$ cat config.mk
export PLATFORM = sky130hd
export DESIGN_NAME = qgi_fifo
export DESIGN_NICKNAME = d
export VERILOG_FILES = /design/src/rtl/qgi_pkg.sv /design/src/rtl/qgi_fifo.sv
export SDC_FILE = /design/constraint.sdc
export NUM_CORES = 1
export LEC_CHECK = 0
export ABC_AREA = 1
export BUFFER_PORTS_ARGS = -buffer_cell sky130_fd_sc_hd__buf_2
export CORE_UTILIZATION = 56
export CTS_BUF_LIST = sky130_fd_sc_hd__clkbuf_16
export CTS_CLUSTER_SIZE = 10
export DETAILED_ROUTE_END_ITERATION = 10
export GPL_TIMING_DRIVEN = 1
export PLACE_DENSITY = 0.93
export SYNTH_ARGS = -nofsm -noshare
export SYNTH_HDL_FRONTEND = slang
export SYNTH_SLANG_ARGS = --single-unit
export TNS_END_PERCENT = 30
$ cat constraint.sdc
create_clock -name clk -period 16.6 [get_ports clk]
set_input_delay 1.66 -clock clk [delete_from_list [all_inputs] [get_ports clk]]
set_output_delay 1.66 -clock clk [all_outputs]
set_load 0.005 [all_outputs]
$ cat src/rtl/qgi_pkg.sv
`timescale 1ns / 1ps
package qgi_pkg;

    typedef struct packed {
        logic signed [31:0] rate_x;
        logic signed [31:0] rate_y;
        logic signed [31:0] rate_z;
        logic [23:0]        step_time;
    } qgi_in_t;

    typedef struct packed {
        logic signed [31:0] quat_w;
        logic signed [31:0] quat_x;
        logic signed [31:0] quat_y;
        logic signed [31:0] quat_z;
    } qgi_out_t;

    localparam logic signed [31:0] ONE_Q30 = 32'sh4000_0000;

    function automatic logic signed [31:0] sat32(input logic signed [67:0] x);
        if (x > 68'sh0_7FFF_FFFF)
            sat32 = 32'sh7FFF_FFFF;
        else if (x < -68'sh0_8000_0000)
            sat32 = -32'sh8000_0000;
        else
            sat32 = x[31:0];
    endfunction

endpackage

$ cat src/rtl/qgi_fifo.sv
`timescale 1ns / 1ps
module qgi_fifo
    import qgi_pkg::*;
(
    input  logic    clk,
    input  logic    rst_n,
    input  logic    push,
    input  qgi_in_t push_data,
    output logic    full,
    input  logic    pop,
    output qgi_in_t pop_data,
    output logic    empty
);

    qgi_in_t    mem_reg [2];
    logic       wp_reg, rp_reg;
    logic [1:0] cnt_reg;

    assign full     = (cnt_reg == 2'd2);
    assign empty    = (cnt_reg == 2'd0);
    assign pop_data = mem_reg[rp_reg];

    always_ff @(posedge clk)
    begin
        if (push && !full)
            mem_reg[wp_reg] <= push_data;
    end

    always_ff @(posedge clk or negedge rst_n)
    begin
        if (!rst_n)
        begin
            wp_reg  <= 1'b0;
            rp_reg  <= 1'b0;
            cnt_reg <= 2'd0;
        end
        else
        begin
            if (push && !full)
                wp_reg <= ~wp_reg;
            if (pop && !empty)
                rp_reg <= ~rp_reg;
            cnt_reg <= cnt_reg + 2'((push && !full) ? 1 : 0) - 2'((pop && !empty) ? 1 : 0);
        end
    end

    a_cnt_range: assert property (@(posedge clk) disable iff (!rst_n) cnt_reg <= 2'd2)
        else $error("fifo count overflow");
    a_no_pop_empty: assert property (@(posedge clk) disable iff (!rst_n)
        (empty && !push) |=> empty)
        else $error("fifo became nonempty without push");
    a_full_hold: assert property (@(posedge clk) disable iff (!rst_n)
        (full && !pop) |=> full)
        else $error("fifo lost entry");

endmodule

==> results of run 1 <==
path summary, 6_finish.rpt:
path / endpoint / slack [ns] / startpoint
setup / recovery: pop_data[73] / 12.14 / rp_reg$_DFFE_PN0P_
hold / removal: wp_reg$_DFFE_PN0P_ / 0.48 / wp_reg$_DFFE_PN0P_
setup reg to reg: mem_reg[0][98]$_DFFE_PP_ / 14.03 / cnt_reg[1]$_DFF_PN0_
hold reg to reg: wp_reg$_DFFE_PN0P_ / 0.48 / wp_reg$_DFFE_PN0P_
max in group asynchronous: rp_reg$_DFFE_PN0P_ / 15.52 / rst_n
min in group asynchronous: rp_reg$_DFFE_PN0P_ / 0.94 / rst_n
critical path: stages (launching register included):
cell	delay, ns
dfrtp_4	0.65
inv_4	0.47
buf_4	0.68
nand2_1	0.18
nand2_1	0.13
buf_2	0.12
stage by stage:
stage / instances / hold slack [ns]
2_1_floorplan: 661 / 0.4419
3_3_place_gp: 1095 / 0.4546
3_5_place_dp: 1095 / 0.4767
4_1_cts: 1136 / 0.4898
5_1_grt: 1138 / 0.5106
6_report: 1138 / 0.4840
kinds of logic (layout without fill, tap and decap cells):
group | after synthesis | in the layout | synth area share [%]
buf+inv | 38 | 302 | 2.807
flops | 244 | 244 | 81.16
fa+ha+maj | 2 | 2 | 0.2779
simple gates | 377 | 377 | 15.76
other cells | 0 | 2 | 0
cell usage in the layout, fill, tap and decap left out:
cell	count
buf_2	245
buf_4	5
clkbuf_16	29
clkinv_4	1
dfrtp_1	3
dfrtp_4	1
diode_2	2
edfxtp_1	240
ha_1	2
inv_1	20
inv_4	2
nand2_1	373
nand3_1	3
nor2_4	1
layout make-up:
class | count | area, um^2
diodes | 2 | 5.005
clock buffers | 29 | 725.7
clock inverters | 12 | 50.05
fillers | 984 | 4310
inverters | 11 | 46.29
multi-input cells | 379 | 1451
flip-flops and latches | 244 | 7311
well taps | 211 | 264.0
repair buffers | 250 | 1264
power groups by stage:
stage | clock network (mW) | logic (mW) | registers [mW]
after CTS | 0.527 | 0.547 | 0.889
final | 0.517 | 0.537 | 0.888
after detailed placement | 0 | 0.542 | 0.900
after global placement | 0 | 0.530 | 0.893
after floorplan | 0 | 0.332 | 0.897
after global routing | 0.555 | 0.608 | 0.900
routing by layer:
| metal | track usage, % | vias up |
|---|---|---|
| met3 | 5.904 | 46 |
| met5 | 0 | - |
| met1 | 24.91 | 2689 |
| met4 | 9.204 | 0 |
| li1 | - | 2726 |
| met2 | 38.63 | 258 |
==> run metrics, run 1 <==
status=completed; top cells by count, synth=nand2_1 (373), edfxtp_1 (240), buf_2 (14); DIE HEIGHT=approximately 130 um; share of layout cells above drive strength 1=between 30 and 40%; Leak=4.890 nW; critical path startpoint category=flip-flop; IO buf count=~250; root buffer cell=clkbuf_16; DP Worst Slack=12.68 ns; Remaining DRCs=0; clk slew on worst S/H paths=0.05 ns; fmax=~220 MHz; NumNets Final=1040; Max-Cap Viols=0; Initial Util=between 50% and 60%; vias in the first global route=about 5600; Tightest Hold Check Type=reg2reg; Post-synth ARST share=~1.6%; setup TNS=0 ns; Cell Int Power=1.338 mW; most area-consuming cells after synthesis=edfxtp_1 (80%), nand2_1 (16%), buf_6 (1.4%); antenna-violating nets left=0; CTS tree=done; Synth-to-Final Area Change=23.47%; DRT Wirelength=between 15000 and 20000 um; Tcrit/Tclk final=a little over a quarter; crit path kind=reg2out; Clock Path Buffers=3; Hold Path Stages=2; Post-synth top flop=edfxtp_1; post-CTS setup buffer count=0; metal2 WL=between 9000 and 10000 um; Worst Skew=0.01039 ns; IO Pins=~250; Die ar.=~17000 um^2; Post-CTS Resized=0; post-route cell area=11120 um^2; Final Wtd Congestion=about 0.73; first-pass GRT wire length=roughly 27000 um; H-tree depth=1; total congestion overflow=0; Max VDD drop=0.1084 mV; pwr dens=~170 nW/um^2; DR WL met3=around 1500 um; Max-slew headroom=37.91%; CTS sink cnt=about 240; core area=approximately 15000 um^2; worst-skew pair later-pin latency=about 0.51 ns; final worst path period need=between 4 and 5 ns; critical path peak fanout=71; Top Layer Used=met4; largest net degree at the start of global routing=86; cts bufs inserted=28; Area after DPL=just over 10000 um^2; Row Count=45; Clk pwr share=roughly a quarter; via count=~5700; hold_buf cts=0; detailed router's first-iteration violation count=between 300 and 400; max-slew violations=0; initial antenna violation count=2; Crit. End Element=output port; DP Wirelength=about 11000 um; Reg power frac=between 40 and 50%; Arr. time, crit path=roughly 2.8 ns; Gate Count Post-Synth=661; Die Wd=approximately 130 um; distinct cell type count after synthesis=11; First-pass DRT Iterations=4; sw frac=a little under a third; final worst slack=between 10 and 15 ns; largest area contributor in the netlist=edfxtp_1; wire per inst=15.75 um; switching power=between 600 and 700 uW; RSZ-0062 raised after global routing=no; proportion of power drawn by combinational gates=around 28%; sequential fraction of the synthesis area=between 80% and 90%; top-area cell type share of the netlist area=between 80% and 90%; met1 wire length=between 6000 and 7000 um; Critical Path RT=14.94 ns; mapped cell area=about 9000 um^2; mean number of vias per cell=5.025; Largest register FFs=240; final setup violating endpoints=0; Final Hold Viols=0; Reg2Reg Depth=4; worst slew pin tran=0.9313 ns; Seq cells post-synth=between 200 and 250; final core occ=between 70% and 80%; most frequent cell after synthesis=nand2_1; Avg Inst Size Synth=roughly 14 um^2; EDFF count, synth=240; Syn. warnings=0; total design power=approximately 1.9 mW; GR Util All Layers=21.77%; Syn Nets=just under 800
Power figures use the tool's default switching activity.
==> run 2: changes to the inputs <==
--- a/config.mk
+++ b/config.mk
@@ -5,14 +5,14 @@
 export SDC_FILE = /design/constraint.sdc
 export NUM_CORES = 1
 export LEC_CHECK = 0
-export ABC_AREA = 1
+export ABC_AREA = 0
 export BUFFER_PORTS_ARGS = -buffer_cell sky130_fd_sc_hd__buf_2
-export CORE_UTILIZATION = 56
+export CORE_UTILIZATION = 52
 export CTS_BUF_LIST = sky130_fd_sc_hd__clkbuf_16
 export CTS_CLUSTER_SIZE = 10
 export DETAILED_ROUTE_END_ITERATION = 10
 export GPL_TIMING_DRIVEN = 1
-export PLACE_DENSITY = 0.93
+export PLACE_DENSITY = 0.87
 export SYNTH_ARGS = -nofsm -noshare
 export SYNTH_HDL_FRONTEND = slang
 export SYNTH_SLANG_ARGS = --single-unit
==> constraint.sdc (replaced) <==
create_clock -name clk -period 4.5 [get_ports clk]
set_input_delay 0.45 -clock clk [delete_from_list [all_inputs] [get_ports clk]]
set_output_delay 0.45 -clock clk [all_outputs]
set_load 0.005 [all_outputs]
==> run metrics, run 2 <==
DP Wirelength=10910 um; root buffer cell=clkbuf_16; final worst path period need=2.897 ns; DRT Wirelength=roughly 17000 um; vias in the first global route=~4900; Max-slew headroom=a little over two fifths; most area-consuming cells after synthesis=edfxtp_1 (81%), mux2_2 (15%), buf_6 (1.1%); NumNets Final=approximately 780; Gate Count Post-Synth=roughly 390; core area=approximately 17000 um^2; RR Startpoint=cnt_reg[0]$_DFF_PN0_; IO buf count=~250; Reg2Reg Depth=4; total design power=a little over 7 mW; CP Cell Sequence=buf_12 > mux2_2 > buf_2; largest area contributor in the netlist=edfxtp_1; max-slew violations=0; Crit. End Element=output port; Remaining DRCs=0; final core occ=about two thirds; largest net degree at the start of global routing=63; wire per inst=~19 um; First-pass DRT Iterations=4; hold endpoint=mem_reg[0][118]$_DFFE_PP_; H-tree depth=1; distinct cell type count after synthesis=15; Largest register FFs=240; DIE HEIGHT=132.7 um; Max VDD drop=~0.49 mV; reg-to-reg endpoint=mem_reg[0][36]$_DFFE_PP_; critical path startpoint category=flip-flop; Die Wd=132.7 um; worst path buffer plus inverter count=2; Arr. time, crit path=2.45 ns; share of layout cells above drive strength 1=approximately three fifths; via count=around 4600; cts bufs inserted=28; reg2reg setup slack=between 2 and 2.5 ns; EDFF count, synth=240; Post-synth ARST share=approximately 1.6%; gr busiest metal=met2; met2 GRT Util=between 30 and 40%; Max-Cap Viols=0; post-route cell area=around 11000 um^2; detailed router's first-iteration violation count=around 180; crit path kind=reg2out; mean number of vias per cell=5.112; Area after DPL=roughly 10000 um^2; final setup violating endpoints=0; Synth-to-Final Area Change=25.19%; final worst slack=1.603 ns; Seq cells post-synth=between 200 and 250; Initial Util=between 50% and 60%; Critical Path RT=about 4.1 ns; met1 Track Usage GR=between 20% and 30%; clk slew on worst S/H paths=roughly 0.060 ns; antenna-violating nets left=0; Post-synth top flop=edfxtp_1; GR Util All Layers=a little under a fifth; CP delay by family, top=flip-flops; status=completed; Final Hold Viols=0; worst hold start=push_data[118]; fmax=between 300 and 400 MHz; Hold Path Stages=1; DP Worst Slack=2.114 ns; Post-CTS Resized=0; most frequent cells in the layout=buf_2 (245), edfxtp_1 (240), mux2_2 (120); first-pass GRT wire length=around 25000 um; most frequent cell after synthesis=edfxtp_1; setup TNS=0 ns; IO Pins=between 200 and 250; commonest non-fill, non-tap cell in the layout=buf_2; top cells by count, synth=edfxtp_1 (240), mux2_2 (120), buf_6 (9); Final Wtd Congestion=approximately 0.76; initial antenna violation count=0; # fillers=1109; slowest stage delay, CP=0.97 ns; Worst Skew=between 0.007 and 0.008 ns; met3 GRT Util=5.211%; critical path peak fanout=just over 60; Tightest Hold Check Type=in2reg; Syn. warnings=0; Avg Inst Size Synth=between 20 and 25 um^2; Syn Nets=roughly 520; worst-skew pair later-pin latency=0.51 ns; Leak=approximately 4.2 nW; post-CTS setup buffer count=0; top-area cell type share of the netlist area=81.16%; Die ar.=approximately 18000 um^2; CTS tree=done; Row Count=47; Tcrit/Tclk final=64.38%; total congestion overflow=0; mapped cell area=8880 um^2; pwr dens=between 600 and 700 nW/um^2; RSZ-0062 raised after global routing=no; Worst path slowest cell=dfrtp_4; worst slew pin tran=~0.87 ns; CTS sink cnt=between 200 and 250; sequential fraction of the synthesis area=between 80% and 90%; Clock Path Buffers=3
## run 2: cell types whose count changed after synthesis, sizes merged, moves of 3 or more
cell	before	now
buf	27	13
inv	11	2
nand3	3	0
xnor2	0	3
nand2	373	1
mux2	0	120
## run 2: kinds of logic after synthesis
family / count (synthesis) / share of synthesized area (%)
DFF: 244 / 82.29
muxes: 120 / 15.22
and+or+nand+nor: 6 / 0.3383
buffers and inverters: 15 / 1.480
xor gates and xnor gates: 4 / 0.3946
adders and majority gates: 2 / 0.2818
## run 2: timing repair
action | 4_1_cts | 5_1_grt
hold endpoints to repair | 4 | 0
hold buffers | 1 | 0
endpoints found under the setup margin | 0 | 0
## run 2: cell type report
class | instances | area (um^2) | share of cell area [%]
well taps | 220 | 275.3 | 2.476
flip-flops and latches | 244 | 7311 | 65.76
clock inverters | 13 | 50.05 | 0.4502
clock buffers | 29 | 725.7 | 6.528
diodes | 1 | 2.502 | 0.02251
multi-input cells | 132 | 1454 | 13.08
inverters | 2 | 7.507 | 0.06753
repair buffers | 250 | 1291 | 11.62
## run 2: stage by stage
| step | cells | hold slack (ns) |
|---|---|---|
| 2_1_floorplan | 391 | 0.1544 |
| 3_3_place_gp | 847 | 0.2559 |
| 3_5_place_dp | 847 | 0.2635 |
| 4_1_cts | 890 | 0.09649 |
| 5_1_grt | 890 | 0.09979 |
| 6_report | 891 | 0.1224 |
## run 2: how the worst max path moves through the flow
stage,to,depth (start not counted),from
finish,pop_data[41],3,rp_reg$_DFFE_PN0P_
global route,pop_data[41],3,rp_reg$_DFFE_PN0P_
CTS,pop_data[95],3,rp_reg$_DFFE_PN0P_
detailed placement,pop_data[95],3,rp_reg$_DFFE_PN0P_
global placement,pop_data[101],3,rp_reg$_DFFE_PN0P_
floorplan,mem_reg[0][0]$_DFFE_PP_,3,cnt_reg[1]$_DFF_PN0_
## run 2: power by group
group | switching [mW] | leakage [nW] | total [mW] | internal [mW]
clock | 0.772 | 0.421 | 1.90 | 1.13
combinational | 0.855 | 1.52 | 1.78 | 0.927
sequential | 0.237 | 2.27 | 3.35 | 3.11
## run 2: worst register-to-register path: stages, from the launching register on
cell,delay [ns]
dfrtp_1,0.37
nand2b_1,0.18
nand2_1,0.16
nor2_4,0.46
buf_4,0.69
## run 2: per-layer routing
metal | up-vias | part of all wire [%]
met5 | - | 0
met4 | 0 | 2.3
met3 | 32 | 7.7
met2 | 203 | 52
met1 | 2230 | 38
li1 | 2090 | -
